<file path="src/sv/srrw_pkg.sv">
// Package for the selective-repeat reorder window.
// Holds field widths, packet status codes and result kind codes; no dependencies.
package srrw_pkg;

  // Field widths of the descriptor and result channels
  localparam int SEQ_W    = 32;
  localparam int LEN_W    = 11;
  localparam int TAG_W    = 16;
  localparam int STATUS_W = 2;
  localparam int KIND_W   = 2;
  localparam int WIN_W    = 5;

  // Window register value after reset
  localparam logic [WIN_W-1:0] WIN_RESET = 5'd16;

  // Packet status codes
  localparam logic [STATUS_W-1:0] STATUS_DATA    = 2'd0;
  localparam logic [STATUS_W-1:0] STATUS_CORRUPT = 2'd1;
  localparam logic [STATUS_W-1:0] STATUS_END     = 2'd2;

  // Result kind codes
  localparam logic [KIND_W-1:0] KIND_DELIVER = 2'd0;
  localparam logic [KIND_W-1:0] KIND_ACK     = 2'd1;
  localparam logic [KIND_W-1:0] KIND_END     = 2'd2;

endpackage

</file>
<file path="src/sv/srrw_ifs.sv">
// Valid/ready channel interfaces for packet descriptors and window results.
// Depends on srrw_pkg for field widths.

interface srrw_in_if;
  logic                          valid;
  logic                          ready;
  logic [srrw_pkg::SEQ_W-1:0]    packet_seq;
  logic [srrw_pkg::LEN_W-1:0]    payload_length;
  logic [srrw_pkg::TAG_W-1:0]    payload_tag;
  logic [srrw_pkg::STATUS_W-1:0] packet_status;

  modport source (
    output valid, packet_seq, payload_length, payload_tag, packet_status,
    input  ready
  );
  modport sink (
    input  valid, packet_seq, payload_length, payload_tag, packet_status,
    output ready
  );
endinterface

interface srrw_out_if;
  logic                        valid;
  logic                        ready;
  logic [srrw_pkg::KIND_W-1:0] result_kind;
  logic [srrw_pkg::SEQ_W-1:0]  seq_or_ack;
  logic [srrw_pkg::LEN_W-1:0]  out_length;
  logic [srrw_pkg::TAG_W-1:0]  out_tag;
  logic                        last_of_run;

  modport source (
    output valid, result_kind, seq_or_ack, out_length, out_tag, last_of_run,
    input  ready
  );
  modport sink (
    input  valid, result_kind, seq_or_ack, out_length, out_tag, last_of_run,
    output ready
  );
endinterface

</file>
<file path="src/sv/selective_repeat_reorder_window.sv">
// Selective-repeat reorder window: one slot compared per cycle by a shared scan unit,
// except while a delivery waits for the output register. A data packet passes through
// accept, search, store, drain (one scan pass per packet delivered plus a final pass),
// purge and ack, plus output waits. An old packet skips search and store. An end packet
// goes through accept and end. One packet in flight; ready is high only between packets.
// Synchronous reset clears all slot valid bits, expected sequence to 0, window to 16.
module selective_repeat_reorder_window #(
  parameter int WINDOW_DEPTH = 16
) (
  input  logic                        clk,
  input  logic                        rst,
  input  logic                        cfg_wr_en,
  input  logic [srrw_pkg::WIN_W-1:0]  cfg_wr_data,
  srrw_in_if.sink                     packets,
  srrw_out_if.source                  results
);

  localparam int IW = (WINDOW_DEPTH > 1) ? $clog2(WINDOW_DEPTH) : 1;
  localparam int CW = $clog2(WINDOW_DEPTH + 1);

  // Sequencer codes
  localparam logic [2:0] S_IDLE  = 3'd0;
  localparam logic [2:0] S_SRCH  = 3'd1;
  localparam logic [2:0] S_STORE = 3'd2;
  localparam logic [2:0] S_DRAIN = 3'd3;
  localparam logic [2:0] S_PURGE = 3'd4;
  localparam logic [2:0] S_ACK   = 3'd5;
  localparam logic [2:0] S_END   = 3'd6;

  logic [2:0]                     state;
  logic [srrw_pkg::WIN_W-1:0]     win_cfg;
  logic [CW-1:0]                  win_eff;
  logic [WINDOW_DEPTH-1:0]        keep_mask;

  logic [srrw_pkg::SEQ_W-1:0]     cur_seq;
  logic [srrw_pkg::LEN_W-1:0]     cur_len;
  logic [srrw_pkg::TAG_W-1:0]     cur_tag;
  logic [srrw_pkg::SEQ_W-1:0]     expected;
  logic [WINDOW_DEPTH-1:0]        slot_valid;

  // Slot descriptor memory
  logic [srrw_pkg::SEQ_W-1:0]     seq_mem [WINDOW_DEPTH];
  logic [srrw_pkg::LEN_W-1:0]     len_mem [WINDOW_DEPTH];
  logic [srrw_pkg::TAG_W-1:0]     tag_mem [WINDOW_DEPTH];
  logic [srrw_pkg::SEQ_W-1:0]     rd_seq;
  logic [srrw_pkg::LEN_W-1:0]     rd_len;
  logic [srrw_pkg::TAG_W-1:0]     rd_tag;
  logic                           mem_we;
  logic                           rd_en;

  // Scan unit
  logic [CW-1:0]                  scan_idx;
  logic [IW-1:0]                  cmp_idx;
  logic                           cmp_live;
  logic                           cmp_valid;
  logic                           scan_more;
  logic                           last_cmp;
  logic                           scanning;
  logic                           scan_restart;
  logic                           match_drain;
  logic                           purge_hit;
  logic                           stall;
  logic                           held;
  logic                           free_found;
  logic [IW-1:0]                  free_idx;

  // Output register
  logic                           out_valid;
  logic                           out_free;
  logic                           out_load;
  logic [srrw_pkg::KIND_W-1:0]    out_kind;
  logic [srrw_pkg::SEQ_W-1:0]     out_seq;
  logic [srrw_pkg::LEN_W-1:0]     out_len;
  logic [srrw_pkg::TAG_W-1:0]     out_tag_q;
  logic                           out_last;

  // Clamp the window register to 1..WINDOW_DEPTH
  always_comb begin
    if (win_cfg == '0) begin
      win_eff = CW'(1);
    end else if (32'(win_cfg) > 32'(WINDOW_DEPTH)) begin
      win_eff = CW'(WINDOW_DEPTH);
    end else begin
      win_eff = CW'(win_cfg);
    end
    for (int i = 0; i < WINDOW_DEPTH; i++) begin
      keep_mask[i] = (i < int'(win_eff));
    end
  end

  // Compare stage of the scan unit
  assign scanning    = (state == S_SRCH) || (state == S_DRAIN) || (state == S_PURGE);
  assign scan_more   = (scan_idx < win_eff);
  assign cmp_valid   = slot_valid[cmp_idx];
  assign last_cmp    = cmp_live && (CW'(cmp_idx) == win_eff - CW'(1));
  assign match_drain = cmp_live && cmp_valid && (rd_seq == expected);
  assign purge_hit   = cmp_live && cmp_valid &&
                       ((rd_seq < expected) ||
                        ({1'b0, rd_seq} >= ({1'b0, expected} + 33'(win_eff))));
  assign out_free    = !out_valid || results.ready;
  assign stall       = (state == S_DRAIN) && match_drain && !out_free;
  assign rd_en       = scanning && scan_more && !stall;
  assign mem_we      = (state == S_STORE) && !held && free_found;

  // Load the output register when a result is produced
  assign out_load    = out_free && (((state == S_DRAIN) && match_drain) ||
                                    (state == S_ACK) || (state == S_END));

  // Restart the scan from slot 0 on a new pass
  assign scan_restart = ((state == S_IDLE) && packets.valid &&
                         (packets.packet_status == srrw_pkg::STATUS_DATA)) ||
                        (state == S_STORE) ||
                        ((state == S_DRAIN) && match_drain && out_free) ||
                        ((state == S_DRAIN) && !match_drain && last_cmp);

  // Write the stored slot, read one slot per scan step
  always_ff @(posedge clk) begin
    if (mem_we) begin
      seq_mem[free_idx] <= cur_seq;
      len_mem[free_idx] <= cur_len;
      tag_mem[free_idx] <= cur_tag;
    end
    if (rd_en) begin
      rd_seq <= seq_mem[scan_idx[IW-1:0]];
      rd_len <= len_mem[scan_idx[IW-1:0]];
      rd_tag <= tag_mem[scan_idx[IW-1:0]];
    end
  end

  // Window register
  always_ff @(posedge clk) begin
    if (rst) begin
      win_cfg <= srrw_pkg::WIN_RESET;
    end else if (cfg_wr_en) begin
      win_cfg <= cfg_wr_data;
    end
  end

  // Payload registers of the output stage
  always_ff @(posedge clk) begin
    if (state == S_DRAIN && match_drain && out_free) begin
      out_kind  <= srrw_pkg::KIND_DELIVER;
      out_seq   <= rd_seq;
      out_len   <= rd_len;
      out_tag_q <= rd_tag;
      out_last  <= 1'b0;
    end else if (state == S_ACK && out_free) begin
      out_kind  <= srrw_pkg::KIND_ACK;
      out_seq   <= expected;
      out_len   <= '0;
      out_tag_q <= '0;
      out_last  <= 1'b1;
    end else if (state == S_END && out_free) begin
      out_kind  <= srrw_pkg::KIND_END;
      out_seq   <= '0;
      out_len   <= '0;
      out_tag_q <= '0;
      out_last  <= 1'b1;
    end
  end

  // Latch the accepted descriptor
  always_ff @(posedge clk) begin
    if (state == S_IDLE && packets.valid) begin
      cur_seq <= packets.packet_seq;
      cur_len <= packets.payload_length;
      cur_tag <= packets.payload_tag;
    end
  end

  // Sequencer and scan control
  always_ff @(posedge clk) begin
    if (rst) begin
      state      <= S_IDLE;
      slot_valid <= '0;
      expected   <= '0;
      out_valid  <= 1'b0;
      cmp_live   <= 1'b0;
      scan_idx   <= '0;
      held       <= 1'b0;
      free_found <= 1'b0;
    end else begin
      // Raise the output on a new result, drop it once its transfer completes
      if (out_load) begin
        out_valid <= 1'b1;
      end else if (results.ready) begin
        out_valid <= 1'b0;
      end

      // Restart or advance the scan pipeline
      if (scan_restart) begin
        scan_idx <= '0;
        cmp_live <= 1'b0;
      end else if (scanning && !stall) begin
        cmp_live <= scan_more;
        cmp_idx  <= scan_idx[IW-1:0];
        if (scan_more) begin
          scan_idx <= scan_idx + CW'(1);
        end
      end

      unique case (state)
        S_IDLE: begin
          if (packets.valid) begin
            unique case (packets.packet_status)
              srrw_pkg::STATUS_END: begin
                slot_valid <= '0;
                expected   <= '0;
                state      <= S_END;
              end
              srrw_pkg::STATUS_DATA: begin
                slot_valid <= slot_valid & keep_mask;
                held       <= 1'b0;
                free_found <= 1'b0;
                state      <= (packets.packet_seq >= expected) ? S_SRCH : S_DRAIN;
              end
              default: begin
                state <= S_IDLE;
              end
            endcase
          end
        end

        S_SRCH: begin
          // Look for a duplicate and the lowest free slot
          if (cmp_live) begin
            if (cmp_valid && rd_seq == cur_seq) begin
              held <= 1'b1;
            end
            if (!cmp_valid && !free_found) begin
              free_found <= 1'b1;
              free_idx   <= cmp_idx;
            end
          end
          if (last_cmp) begin
            state <= S_STORE;
          end
        end

        S_STORE: begin
          if (!held && free_found) begin
            slot_valid[free_idx] <= 1'b1;
          end
          state <= S_DRAIN;
        end

        S_DRAIN: begin
          // Deliver the expected packet and rescan from slot 0
          if (match_drain) begin
            if (out_free) begin
              slot_valid[cmp_idx] <= 1'b0;
              expected            <= expected + 32'd1;
            end
          end else if (last_cmp) begin
            state <= S_PURGE;
          end
        end

        S_PURGE: begin
          // Clear held slots outside the window
          if (purge_hit) begin
            slot_valid[cmp_idx] <= 1'b0;
          end
          if (last_cmp) begin
            state <= S_ACK;
          end
        end

        S_ACK: begin
          if (out_free) begin
            state <= S_IDLE;
          end
        end

        S_END: begin
          if (out_free) begin
            state <= S_IDLE;
          end
        end

        default: begin
          state <= S_IDLE;
        end
      endcase
    end
  end

  // Channel outputs
  assign packets.ready       = (state == S_IDLE);
  assign results.valid       = out_valid;
  assign results.result_kind = out_kind;
  assign results.seq_or_ack  = out_seq;
  assign results.out_length  = out_len;
  assign results.out_tag     = out_tag_q;
  assign results.last_of_run = out_last;

endmodule
</file>
<file path="src/flat_wrapper.sv">
// flat-port wrapper written by rule: the top's interface ports become plain ports
module selective_repeat_reorder_window_flat 
#(
  parameter int WINDOW_DEPTH = 16
)
  (clk, rst, cfg_wr_en, cfg_wr_data, packets_valid, packets_packet_seq, packets_payload_length, packets_payload_tag, packets_packet_status, packets_ready, results_valid, results_result_kind, results_seq_or_ack, results_out_length, results_out_tag, results_last_of_run, results_ready);
  srrw_in_if packets_i ();
  srrw_out_if results_i ();
  input  logic clk;
  input  logic rst;
  input  logic cfg_wr_en;
  input  logic [srrw_pkg::WIN_W-1:0] cfg_wr_data;
  input wire logic [$bits(packets_i.valid)-1:0] packets_valid;
  input wire logic [$bits(packets_i.packet_seq)-1:0] packets_packet_seq;
  input wire logic [$bits(packets_i.payload_length)-1:0] packets_payload_length;
  input wire logic [$bits(packets_i.payload_tag)-1:0] packets_payload_tag;
  input wire logic [$bits(packets_i.packet_status)-1:0] packets_packet_status;
  output wire logic [$bits(packets_i.ready)-1:0] packets_ready;
  output wire logic [$bits(results_i.valid)-1:0] results_valid;
  output wire logic [$bits(results_i.result_kind)-1:0] results_result_kind;
  output wire logic [$bits(results_i.seq_or_ack)-1:0] results_seq_or_ack;
  output wire logic [$bits(results_i.out_length)-1:0] results_out_length;
  output wire logic [$bits(results_i.out_tag)-1:0] results_out_tag;
  output wire logic [$bits(results_i.last_of_run)-1:0] results_last_of_run;
  input wire logic [$bits(results_i.ready)-1:0] results_ready;
  assign packets_i.valid = packets_valid;
  assign packets_i.packet_seq = packets_packet_seq;
  assign packets_i.payload_length = packets_payload_length;
  assign packets_i.payload_tag = packets_payload_tag;
  assign packets_i.packet_status = packets_packet_status;
  assign packets_ready = packets_i.ready;
  assign results_valid = results_i.valid;
  assign results_result_kind = results_i.result_kind;
  assign results_seq_or_ack = results_i.seq_or_ack;
  assign results_out_length = results_i.out_length;
  assign results_out_tag = results_i.out_tag;
  assign results_last_of_run = results_i.last_of_run;
  assign results_i.ready = results_ready;
  selective_repeat_reorder_window #(.WINDOW_DEPTH(WINDOW_DEPTH)) u_core (.clk(clk), .rst(rst), .cfg_wr_en(cfg_wr_en), .cfg_wr_data(cfg_wr_data), .packets(packets_i), .results(results_i));
endmodule
</file>
<file path="config.mk">
export PLATFORM = sky130hd
export DESIGN_NAME = selective_repeat_reorder_window_flat
export DESIGN_NICKNAME = d
export VERILOG_FILES = /design/src/sv/srrw_pkg.sv /design/src/sv/srrw_ifs.sv /design/src/sv/selective_repeat_reorder_window.sv /design/src/flat_wrapper.sv
export SDC_FILE = /design/constraint.sdc
export NUM_CORES = 1
export LEC_CHECK = 0
export BUFFER_PORTS_ARGS = -buffer_cell sky130_fd_sc_hd__buf_2
export CAP_MARGIN = 20
export CELL_PAD_IN_SITES_DETAIL_PLACEMENT = 1
export CELL_PAD_IN_SITES_GLOBAL_PLACEMENT = 1
export CORE_ASPECT_RATIO = 1.75
export CORE_MARGIN = 5
export CORE_UTILIZATION = 49
export CTS_BUF_LIST = sky130_fd_sc_hd__clkbuf_8 sky130_fd_sc_hd__clkbuf_16
export DETAILED_ROUTE_END_ITERATION = 16
export PLACE_DENSITY = 0.73
export SKIP_CTS_REPAIR_TIMING = 1
export SLEW_MARGIN = 25
export SYNTH_ARGS = -nofsm -noshare
export SYNTH_HDL_FRONTEND = slang
export SYNTH_SLANG_ARGS = --single-unit
</file>
<file path="constraint.sdc">
create_clock -name clk -period 5.7 [get_ports clk]
set_input_delay 0.285 -clock clk [delete_from_list [all_inputs] [get_ports clk]]
set_output_delay 0.285 -clock clk [all_outputs]
set_load 0.02 [all_outputs]
</file>
==> results.md, run 1 <==
- The fraction of layout cells with a size suffix above 1 is between 20 and 25%.
- The placed instance count is between 3000 and 4000.
- The number of nets in the synthesized netlist is around 2700.
- The total number of clock tree sinks is 1197.
- Counting cells, the worst reg-to-reg path comes to 20.
- The combinational family with the most area after synthesis is multiplexers.
- The smallest clock period supported by the final layout is computed as about 5.2 ns.
- The via-per-instance ratio is 6.218.
- Setup violations remaining at the end of the flow were counted as 0.
- At the later pin of the worst-skew pair, clock insertion delay measures 0.72 ns.
- The number of vias after detailed routing is 25980.
- After technology mapping, the gate count stands at about 2500.
- The worst setup path is launched from a flop.
- After floorplanning, the core was sized to cover 98970 um^2.
- The count of inserted antenna diode cells is 0.
- The tightest hold path in the finished design has a slack of -0.005292 ns.
- The combined buffer and inverter count along the critical path is 3.
- The count of fill cells added during filler insertion is 8729.
- The final net count is between 2000 and 3000.
- The source of the worst hold timing path is cfg_wr_en.
- The family with the most delay on the worst path is compound AO/OA/AOI/OAI gates.
- Counting flops with a built-in enable in the synthesized netlist gives 1129.
- The biggest cell delay along the critical path is 0.57 ns.
- The post-synthesis share of cell area spent on and, or, nand and nor gates is 3.781%.
- The chip width is 248.1 um.
- The area used by multi-input combinational logic is about 13000 um^2.
- The die height is 426.7 um.
- The critical path in this run is classified as flop to flop.
- Entering global routing, the biggest net connects ~90 pins.
- VDD sags by at most 0.3385 mV.
- The number of global-route vias before repair is 27960.
- The count of endpoints failing hold in the final timing report came to 2.
- The H-tree was split into 3 levels.
- The final cell count without fillers is approximately 4200.
- After global routing the overflow that remains totals 0.
- The number of unique standard cell types used by synthesis is 65.
- The largest total area in the synthesized netlist belongs to sky130_fd_sc_hd__edfxtp_1.
- Leaving out fill and tap cells, the most frequent cell in the layout is sky130_fd_sc_hd__edfxtp_1.
- TritonCTS created 105 clock buffers.
- For this run, the register share of the synthesized area comes to 72.55%.
- Traced cell by cell, the critical path runs through clkinv_1 > nand2_1 > inv_1 > ha_1 > a21o_1 > a21oi_1 > o21bai_1 > a21o_1 > nand4_1 > nor2_1 > xnor2_1 > ha_1 > and4_1 > and4_1 > a221oi_1 > o211ai_1 > a21oi_1 > o211ai_1 > buf_2 > a311oi_1.
- The initial cell density of the core is roughly half.
- The number of cells traversed by the worst hold path is 3.
- Summing every instance area after synthesis gives 48610 um^2.
- The worst register-to-register path ends at u_core.slot_valid[10].
- The site row count is between 150 and 200.
- Setup slack on the worst reg-to-reg path comes out at 0.49 ns.
- In this run the worst hold path is classified as input pin to flop.
- The startpoint of the lowest-slack register-to-register path is u_core.win_cfg[4].
- The sum of negative setup slack is 0 ns.
- The clock arrives with 0.02930 ns of skew.
- STA classifies the critical path endpoint as a flop.
- TritonCTS built the clock tree.
- In this run the mean area of a mapped cell was 19.36 um^2.
- The analysis attributes to cell leakage a power of 17.38 nW.
- At the pin with the least slew margin, the transition time is ~1.2 ns.
- The portion of netlist area occupied by mux cells is around 14%.
- The area used by sequential logic in the layout is 35280 um^2.
- The remaining antenna violation count is 0.
- Among all flip-flop cells after synthesis, the most frequent one is sky130_fd_sc_hd__edfxtp_1.
- The portion of the clock cycle consumed by the worst path in the final layout is about nine tenths.
- The number of design-rule violations left by the first detailed-router iteration is 2466.
- After detailed routing, the average wire length per cell comes to 31.81 um.
- The adder-cell area share of the yosys netlist is 2.847%.
- The initial antenna violation count came to 1.
- Synthesis inferred approximately 1200 register bits.
- The routed wire length is roughly 130 mm.
- After Yosys synthesis, XOR and XNOR cells account for roughly 1.6% of the synthesized area.
- The number of remaining DRC errors is 0.
- The count of boundary I/O pins is 135.
- Based on the critical path, the design can be clocked at up to 191.8 MHz.
- The floorplan step defined a die boundary enclosing 105900 um^2.
- The number of I/O port buffers is 134.
- After clock tree synthesis, the clock-pin slew on the worst setup and hold paths is ~0.070 ns.
- The post-synthesis compound-gate area fraction is 3.833%.
- In the global route stage, overall resource usage came out at between 20 and 30%.
- The signal arrival time at the worst endpoint is 5.82 ns.
- For met2 alone, demand over resource in global routing was 43.41%.
- The post-layout total power is between 0.02 and 0.025 W.
- Along the worst path, the maximum fanout reaches 12.
- By area the synthesized netlist is led by sky130_fd_sc_hd__edfxtp_1 70%, sky130_fd_sc_hd__mux4_2 14%, sky130_fd_sc_hd__ha_1 2.8%, sky130_fd_sc_hd__dfxtp_1 2.8%, sky130_fd_sc_hd__xnor2_1 1.5%.
- The cell type of the slowest stage on the worst timing path is sky130_fd_sc_hd__dfxtp_1.
- The run finished, with violations left.
- The wire-length estimate of the detail-placed layout is 79.48 mm.
- Measured on the finished design, the core utilization comes to between 50% and 60%.
- For this design the ratio of total power to cell area is 403.8 nW/um^2.
- In the global route stage, met1 resource usage came out at 32.25%.
- The last weighted congestion value of the routability-driven placer is 0.8951.
- The terminating pin of the worst hold path is u_core.win_cfg[0].
- Across the run, the number of max-cap violations was 0.
- Setup repair after global routing left no endpoint under its margin.
- The number of max-slew violations in the final report came to 0.
- The final instance area is between 50000 and 60000 um^2.
- The layer with the highest usage is met2.
- The maximum root-to-sink buffer count is 3.
- The top cell type's share of synthesized area is around 70%.
- The layout overhead on the synthesized area is 14.41%.
- The first global-routing pass estimated 193.0 mm of wire.
- In this run the cell area measured after placement is 51440 um^2.
- For this run, the number of Yosys warnings is 0.
- The checks that failed: hold timing.
- For met3 alone, demand over resource in global routing was about 3.7%.
- The proportion of register bits with asynchronous set or reset after synthesis is 0%.
- Measured against its own limit, the worst slew margin works out to 18.48%.
- Leaving out fill and tap cells, the most frequent cells in the layout are 1129 x sky130_fd_sc_hd__edfxtp_1, 297 x sky130_fd_sc_hd__mux4_2, 135 x sky130_fd_sc_hd__buf_2, 109 x sky130_fd_sc_hd__ha_1, 107 x sky130_fd_sc_hd__clkbuf_16.
- The master cell of the clock root buffer is sky130_fd_sc_hd__clkbuf_16.
- The first TritonRoute pass finished after 5 iterations.
- The data required time of the critical path is roughly 6.3 ns.
-- state kept, by name, summed over array words and instances, names as in the netlist, 2 cells and up --
| signal | cells |
|---|---|
| u_core.rd_tag | 16 |
| u_core.len_mem | 176 |
| u_core.cur_seq | 32 |
| u_core.tag_mem | 256 |
| u_core.cur_len | 11 |
| u_core.cur_tag | 16 |
| u_core.state | 3 |
| u_core.results.out_length | 11 |
| u_core.results.seq_or_ack | 32 |
| u_core.rd_seq | 32 |
| u_core.results.result_kind | 2 |
| u_core.expected | 32 |
| u_core.seq_mem | 512 |
| u_core.rd_len | 11 |
| u_core.cmp_idx | 4 |
| u_core.free_idx | 4 |
| u_core.slot_valid | 16 |
| u_core.scan_idx | 5 |
| u_core.results.out_tag | 16 |
| u_core.win_cfg | 5 |
-- power breakdown --
part           switching (W)  internal [W]
Sequential          0.000976        0.0106
Clock                0.00322       0.00399
Combinational        0.00190       0.00173
Total                0.00611        0.0164
-- cell type report --
class                           instances  share of cell area (%)
Inverter                               55                  0.3712
Clock buffer                          108                   4.839
Clock inverter                         92                   1.417
Sequential cell                      1197                   63.44
Multi-Input combinational cell       1139                   23.07
Tap cell                             1317                   2.963
Timing Repair Buffer                  270                   3.901
-- tightest hold or removal path, cell delays in order --
cell and delay (ns):
sky130_fd_sc_hd__buf_2 0.19, sky130_fd_sc_hd__mux2i_1 0.11, sky130_fd_sc_hd__nor2_1 0.08
-- logic make-up after synthesis --
family	Yosys count
mux	310
buf+inv	175
xor+xnor	87
compound gates	269
simple gates	363
fa+ha+maj	110
flops	1197
-- cells in the mapped netlist (9+ instances only) --
| master | number |
|---|---|
| sky130_fd_sc_hd__a21o_1 | 18 |
| sky130_fd_sc_hd__a21oi_1 | 79 |
| sky130_fd_sc_hd__a22o_1 | 32 |
| sky130_fd_sc_hd__a311oi_1 | 17 |
| sky130_fd_sc_hd__a31oi_1 | 12 |
| sky130_fd_sc_hd__and2_1 | 30 |
| sky130_fd_sc_hd__buf_1 | 32 |
| sky130_fd_sc_hd__buf_2 | 10 |
| sky130_fd_sc_hd__clkbuf_1 | 77 |
| sky130_fd_sc_hd__dfxtp_1 | 68 |
| sky130_fd_sc_hd__edfxtp_1 | 1129 |
| sky130_fd_sc_hd__ha_1 | 109 |
| sky130_fd_sc_hd__inv_1 | 54 |
| sky130_fd_sc_hd__mux4_2 | 297 |
| sky130_fd_sc_hd__nand2_1 | 51 |
| sky130_fd_sc_hd__nand3_1 | 40 |
| sky130_fd_sc_hd__nand4_1 | 32 |
| sky130_fd_sc_hd__nor2_1 | 118 |
| sky130_fd_sc_hd__nor3_1 | 25 |
| sky130_fd_sc_hd__o2111ai_1 | 9 |
| sky130_fd_sc_hd__o211ai_1 | 17 |
| sky130_fd_sc_hd__o21ai_0 | 34 |
| sky130_fd_sc_hd__or3_1 | 13 |
| sky130_fd_sc_hd__xnor2_1 | 81 |
-- stage by stage --
| stage | setup WS, ns | hold WS (ns) |
|---|---|---|
| finish | 0.4857 | -0.005292 |
| global route | 0.1910 | 0.01497 |
| CTS | 0.2541 | -0.3093 |
| detailed placement | 0.2761 | 0.4633 |
| global placement | 0.2948 | 0.4603 |
| floorplan | 0.3826 | 0.3839 |
-- worst max path at each step --
| stage | startpoint | end | slack (ns) | depth (start not counted) |
|---|---|---|---|---|
| 2_1_floorplan | u_core.cmp_idx[0] | u_core.scan_idx[1] | 0.38 | 7 |
| 4_1_cts | u_core.win_cfg[4] | u_core.slot_valid[10] | 0.25 | 20 |
| 6_report | u_core.win_cfg[4] | u_core.slot_valid[10] | 0.49 | 20 |
| 3_5_place_dp | u_core.win_cfg[4] | u_core.slot_valid[10] | 0.28 | 20 |
| 3_3_place_gp | u_core.win_cfg[4] | u_core.slot_valid[10] | 0.29 | 19 |
| 5_1_grt | u_core.win_cfg[4] | u_core.slot_valid[10] | 0.19 | 20 |
-- metal layers --
| layer | part of all wire [%] | routed length [um] |
|---|---|---|
| met5 | 0 | 0 |
| met4 | 4.8 | 6356 |
| met3 | 5.5 | 7361 |
| met2 | 51 | 68360 |
| met1 | 38 | 50830 |
No activity file was read; power rests on OpenSTA's default activity.
==> inputs of run 2 (changes only) <==
--- a/config.mk
+++ b/config.mk
@@ -10,10 +10,10 @@
 export CELL_PAD_IN_SITES_DETAIL_PLACEMENT = 1
 export CELL_PAD_IN_SITES_GLOBAL_PLACEMENT = 1
 export CORE_ASPECT_RATIO = 1.75
-export CORE_MARGIN = 5
 export CORE_UTILIZATION = 49
 export CTS_BUF_LIST = sky130_fd_sc_hd__clkbuf_8 sky130_fd_sc_hd__clkbuf_16
 export DETAILED_ROUTE_END_ITERATION = 16
+export GPL_TIMING_DRIVEN = 0
 export PLACE_DENSITY = 0.73
 export SKIP_CTS_REPAIR_TIMING = 1
 export SLEW_MARGIN = 25
==> results.md, run 2 (synthesis gave the netlist of run 1 again) <==
- The master cell of the clock root buffer is sky130_fd_sc_hd__clkbuf_16 (unchanged).
- The sort of element at the start of the critical path is a flop (unchanged).
- The internal reg-to-reg setup slack is 0.25 ns (was 0.49 ns).
- The maximum level of the CTS H-tree is 3 (unchanged).
- The placed cell area came to 52930 um^2 (was 51440 um^2).
- The net switching component of the power came to 0.006456 W (was 0.006106 W).
- The flip-flop count of the largest register after layout is 512 (unchanged).
- The layout overhead on the synthesized area came to 17.65% (was 14.41%).
- The initial cell density of the core is 49.53% (was 49.11%).
- The category of the worst setup path capture point is a flop (unchanged).
- Unrepaired setup endpoints after global routing: false (unchanged).
- The via-per-instance ratio came to 6.252 (was 6.218).
- The largest net degree at the start of global routing is 39 (was 89).
- The share of total power in the clock network was 32.2% (was 32.1%).
- The placeable core region was 98130 um^2 (was 98970 um^2).
- The post-route worst hold slack is 0.01153 ns (was -0.005292 ns).
- The total number of clock tree sinks was 1197 (unchanged).
- The final critical path time including I/O delays and setup came to 5.450 ns (was 5.214 ns).
- The leakage component of the power is 18.03 nW (was 17.38 nW).
- The count of fill cells added during filler insertion is 8638 (was 8729).
- The power per cell area is 403.4 nW/um^2 (was 403.8 nW/um^2).
- The final instance area is 57190 um^2 (was 55610 um^2).
- The count of endpoints failing hold in the final timing report was 0 (was 2).
- Largest registers ranked by flip-flop count: u_core.seq_mem x512, u_core.tag_mem x256, u_core.len_mem x176 (unchanged).
- The number of design-rule violations left by the first detailed-router iteration is 2541 (was 2466).
- The largest register by flop count was u_core.seq_mem (unchanged).
- The class of the most critical setup path is flop to flop (unchanged).
- The last weighted congestion value of the routability-driven placer came to 0.9216 (was 0.8951).
- The post-layout total power is 0.02307 W (was 0.02246 W).
- The wire length of the first global-routing pass is 203.3 mm (was 193.0 mm).
- The data required time of the critical path is 6.26 ns (was 6.31 ns).
- The remaining antenna violation count is 0 (unchanged).
- The number of remaining DRC errors is 0 (unchanged).
- The average detailed-routed wire length per instance was 33.48 um (was 31.81 um).
- The number of I/O port buffers is 133 (was 134).
- The type of the tightest min-delay check is input pin to flop (unchanged).
- The number of buffers created by CTS is 104 (was 105).
- The signal arrival time at the worst endpoint is 6.02 ns (was 5.82 ns).
- The total overflow reported by the global router is 0 (unchanged).
- Outcome: finished, final reports clean (was finished, violations left).
- The maximum root-to-sink buffer count is 3 (unchanged).
- The clock insertion delay at the later pin of the skew report is 0.73 ns (was 0.72 ns).
- The TritonCTS clock tree is yes (unchanged).
- The upper clock frequency limit is 183.5 MHz (was 191.8 MHz).
- The relative contribution of combinational cells to total power is 18.2% (was 16.2%).
- The portion of the clock cycle consumed by the worst path in the final layout is 95.62% (was 91.48%).
- The global routing usage summed across all routing layers is 29.12% (was 25.24%).
- The number of global-route vias before repair came to 28590 (was 27960).
- The site row count is 152 (was 153).
- The maximum resistive drop on vdd is 0.3105 mV (was 0.3385 mV).
- The count of boundary I/O pins is 135 (unchanged).
- The sum of negative setup slack was 0 ns (unchanged).
- The die height is 418.7 um (was 426.7 um).
- The routed wire length is 143.7 mm (was 132.9 mm).
- Commonest non-fill, non-tap cells in the layout: 1129 x sky130_fd_sc_hd__edfxtp_1, 297 x sky130_fd_sc_hd__mux4_2, 160 x sky130_fd_sc_hd__buf_2, 109 x sky130_fd_sc_hd__ha_1, 105 x sky130_fd_sc_hd__clkbuf_16 (was 1129 x sky130_fd_sc_hd__edfxtp_1, 297 x sky130_fd_sc_hd__mux4_2, 135 x sky130_fd_sc_hd__buf_2, 109 x sky130_fd_sc_hd__ha_1, 107 x sky130_fd_sc_hd__clkbuf_16).
- The number of max-slew violations in the final report is 0 (unchanged).
- The initial antenna violation count was 2 (was 1).
- The net switching share of the total power is 27.98% (was 27.19%).
- The chip width is 240.1 um (was 248.1 um).
- The max-cap violation count is 0 (unchanged).
- The placed wire-length estimate is 99.93 mm (was 79.48 mm).
- The largest driver fanout on the critical path is 10 (was 12).
- The headroom to the max-slew limit is 27.61% (was 18.48%).
- The most frequent standard cell in the layout excluding fill and tap cells is sky130_fd_sc_hd__edfxtp_1 (unchanged).
- The design internal power is 0.01662 W (was 0.01635 W).
- The post-CTS clock slew at the launch and capture registers of the worst setup and hold paths is 0.06 ns (was 0.07 ns).
- The share of power burned in registers is 49.6% (was 51.7%).
- The area of the die is 100500 um^2 (was 105900 um^2).
- The number of vias after detailed routing was 26830 (was 25980).
- The largest clock skew in the final design came to 0.03342 ns (was 0.02930 ns).
- The pin slew with the least headroom to its limit came to 1.079 ns (was 1.210 ns).
- The fraction of layout cells with a size suffix above 1 is 25.05% (was 24.54%).
- The final net count is 3073 (was 2949).
- The first-pass iteration count of the detailed router was 12 (was 5).
- The final setup violation count is 0 (unchanged).
run 2: area by class of cell:
type                    instances  area (um^2)  area share [%]
inverters                      55        206.4          0.3610
well taps                    1309         1638           2.864
multi-input cells            1139        12850           22.47
plain buffers                 120        509.2          0.8905
clock inverters                91        937.1           1.639
repair buffers                275         3154           5.516
clock buffers                 105         2628           4.594
diodes                          1        2.502        0.004376
flip-flops and latches       1197        35260           61.66
run 2: worst paths after layout:
check	from	to	depth (start not counted)
worst min-delay path	cfg_wr_en	u_core.win_cfg[4]	3
worst max register to register	u_core.win_cfg[1]	u_core.slot_valid[14]	22
worst max-delay path	u_core.win_cfg[1]	u_core.slot_valid[14]	22
worst min register to register	u_core.scan_idx[0]	u_core.cmp_idx[0]	0
run 2: layer usage:
| layer | track usage (%) | routed length, um | vias up |
|---|---|---|---|
| met5 | 0 | 0 | - |
| met4 | 15.83 | 7863 | 0 |
| met3 | 3.744 | 7726 | 318 |
| met2 | 52.67 | 77790 | 1165 |
| met1 | 33.13 | 50310 | 14270 |
| li1 | - | - | 11080 |
run 2: power by group through the flow:
stage	registers [W]	logic, W	clock network (W)
after CTS	0.0114	0.00421	0.00752
after detailed placement	0.0116	0.00417	0
after floorplan	0.0113	0.00263	0
after global placement	0.0115	0.00355	0
after global routing	0.0115	0.00445	0.00775
final	0.0115	0.00420	0.00742
run 2: metrics by stage:
step | utilization (%) | instances | worst slack, ns
after CTS | 57.57 | 4224 | -0.3826
after global placement | 51.88 | 3953 | -4.013
after floorplan | - | 2511 | 0.3826
final | 58.28 | 4292 | 0.2495
after detailed placement | 53.93 | 4028 | -0.2805
after global routing | 58.28 | 4292 | 0.02089
run 2: worst max-delay path, stage by stage, from the launching register on:
cell	delay (ns)
sky130_fd_sc_hd__dfxtp_1	0.30
sky130_fd_sc_hd__clkbuf_1	0.20
sky130_fd_sc_hd__nor3_1	0.23
sky130_fd_sc_hd__o21a_1	0.34
sky130_fd_sc_hd__ha_1	0.24
sky130_fd_sc_hd__inv_1	0.06
sky130_fd_sc_hd__fa_1	0.41
sky130_fd_sc_hd__nor2b_1	0.17
sky130_fd_sc_hd__o31a_1	0.27
sky130_fd_sc_hd__o211ai_1	0.18
sky130_fd_sc_hd__clkbuf_2	0.33
sky130_fd_sc_hd__nor3_1	0.30
sky130_fd_sc_hd__xnor2_1	0.12
sky130_fd_sc_hd__ha_1	0.30
sky130_fd_sc_hd__nand2_1	0.10
sky130_fd_sc_hd__o21ai_0	0.22
sky130_fd_sc_hd__a21oi_1	0.09
sky130_fd_sc_hd__o21ai_0	0.47
sky130_fd_sc_hd__a21oi_1	0.10
sky130_fd_sc_hd__o211ai_1	0.29
sky130_fd_sc_hd__buf_6	0.21
sky130_fd_sc_hd__buf_2	0.25
sky130_fd_sc_hd__a311oi_1	0.13
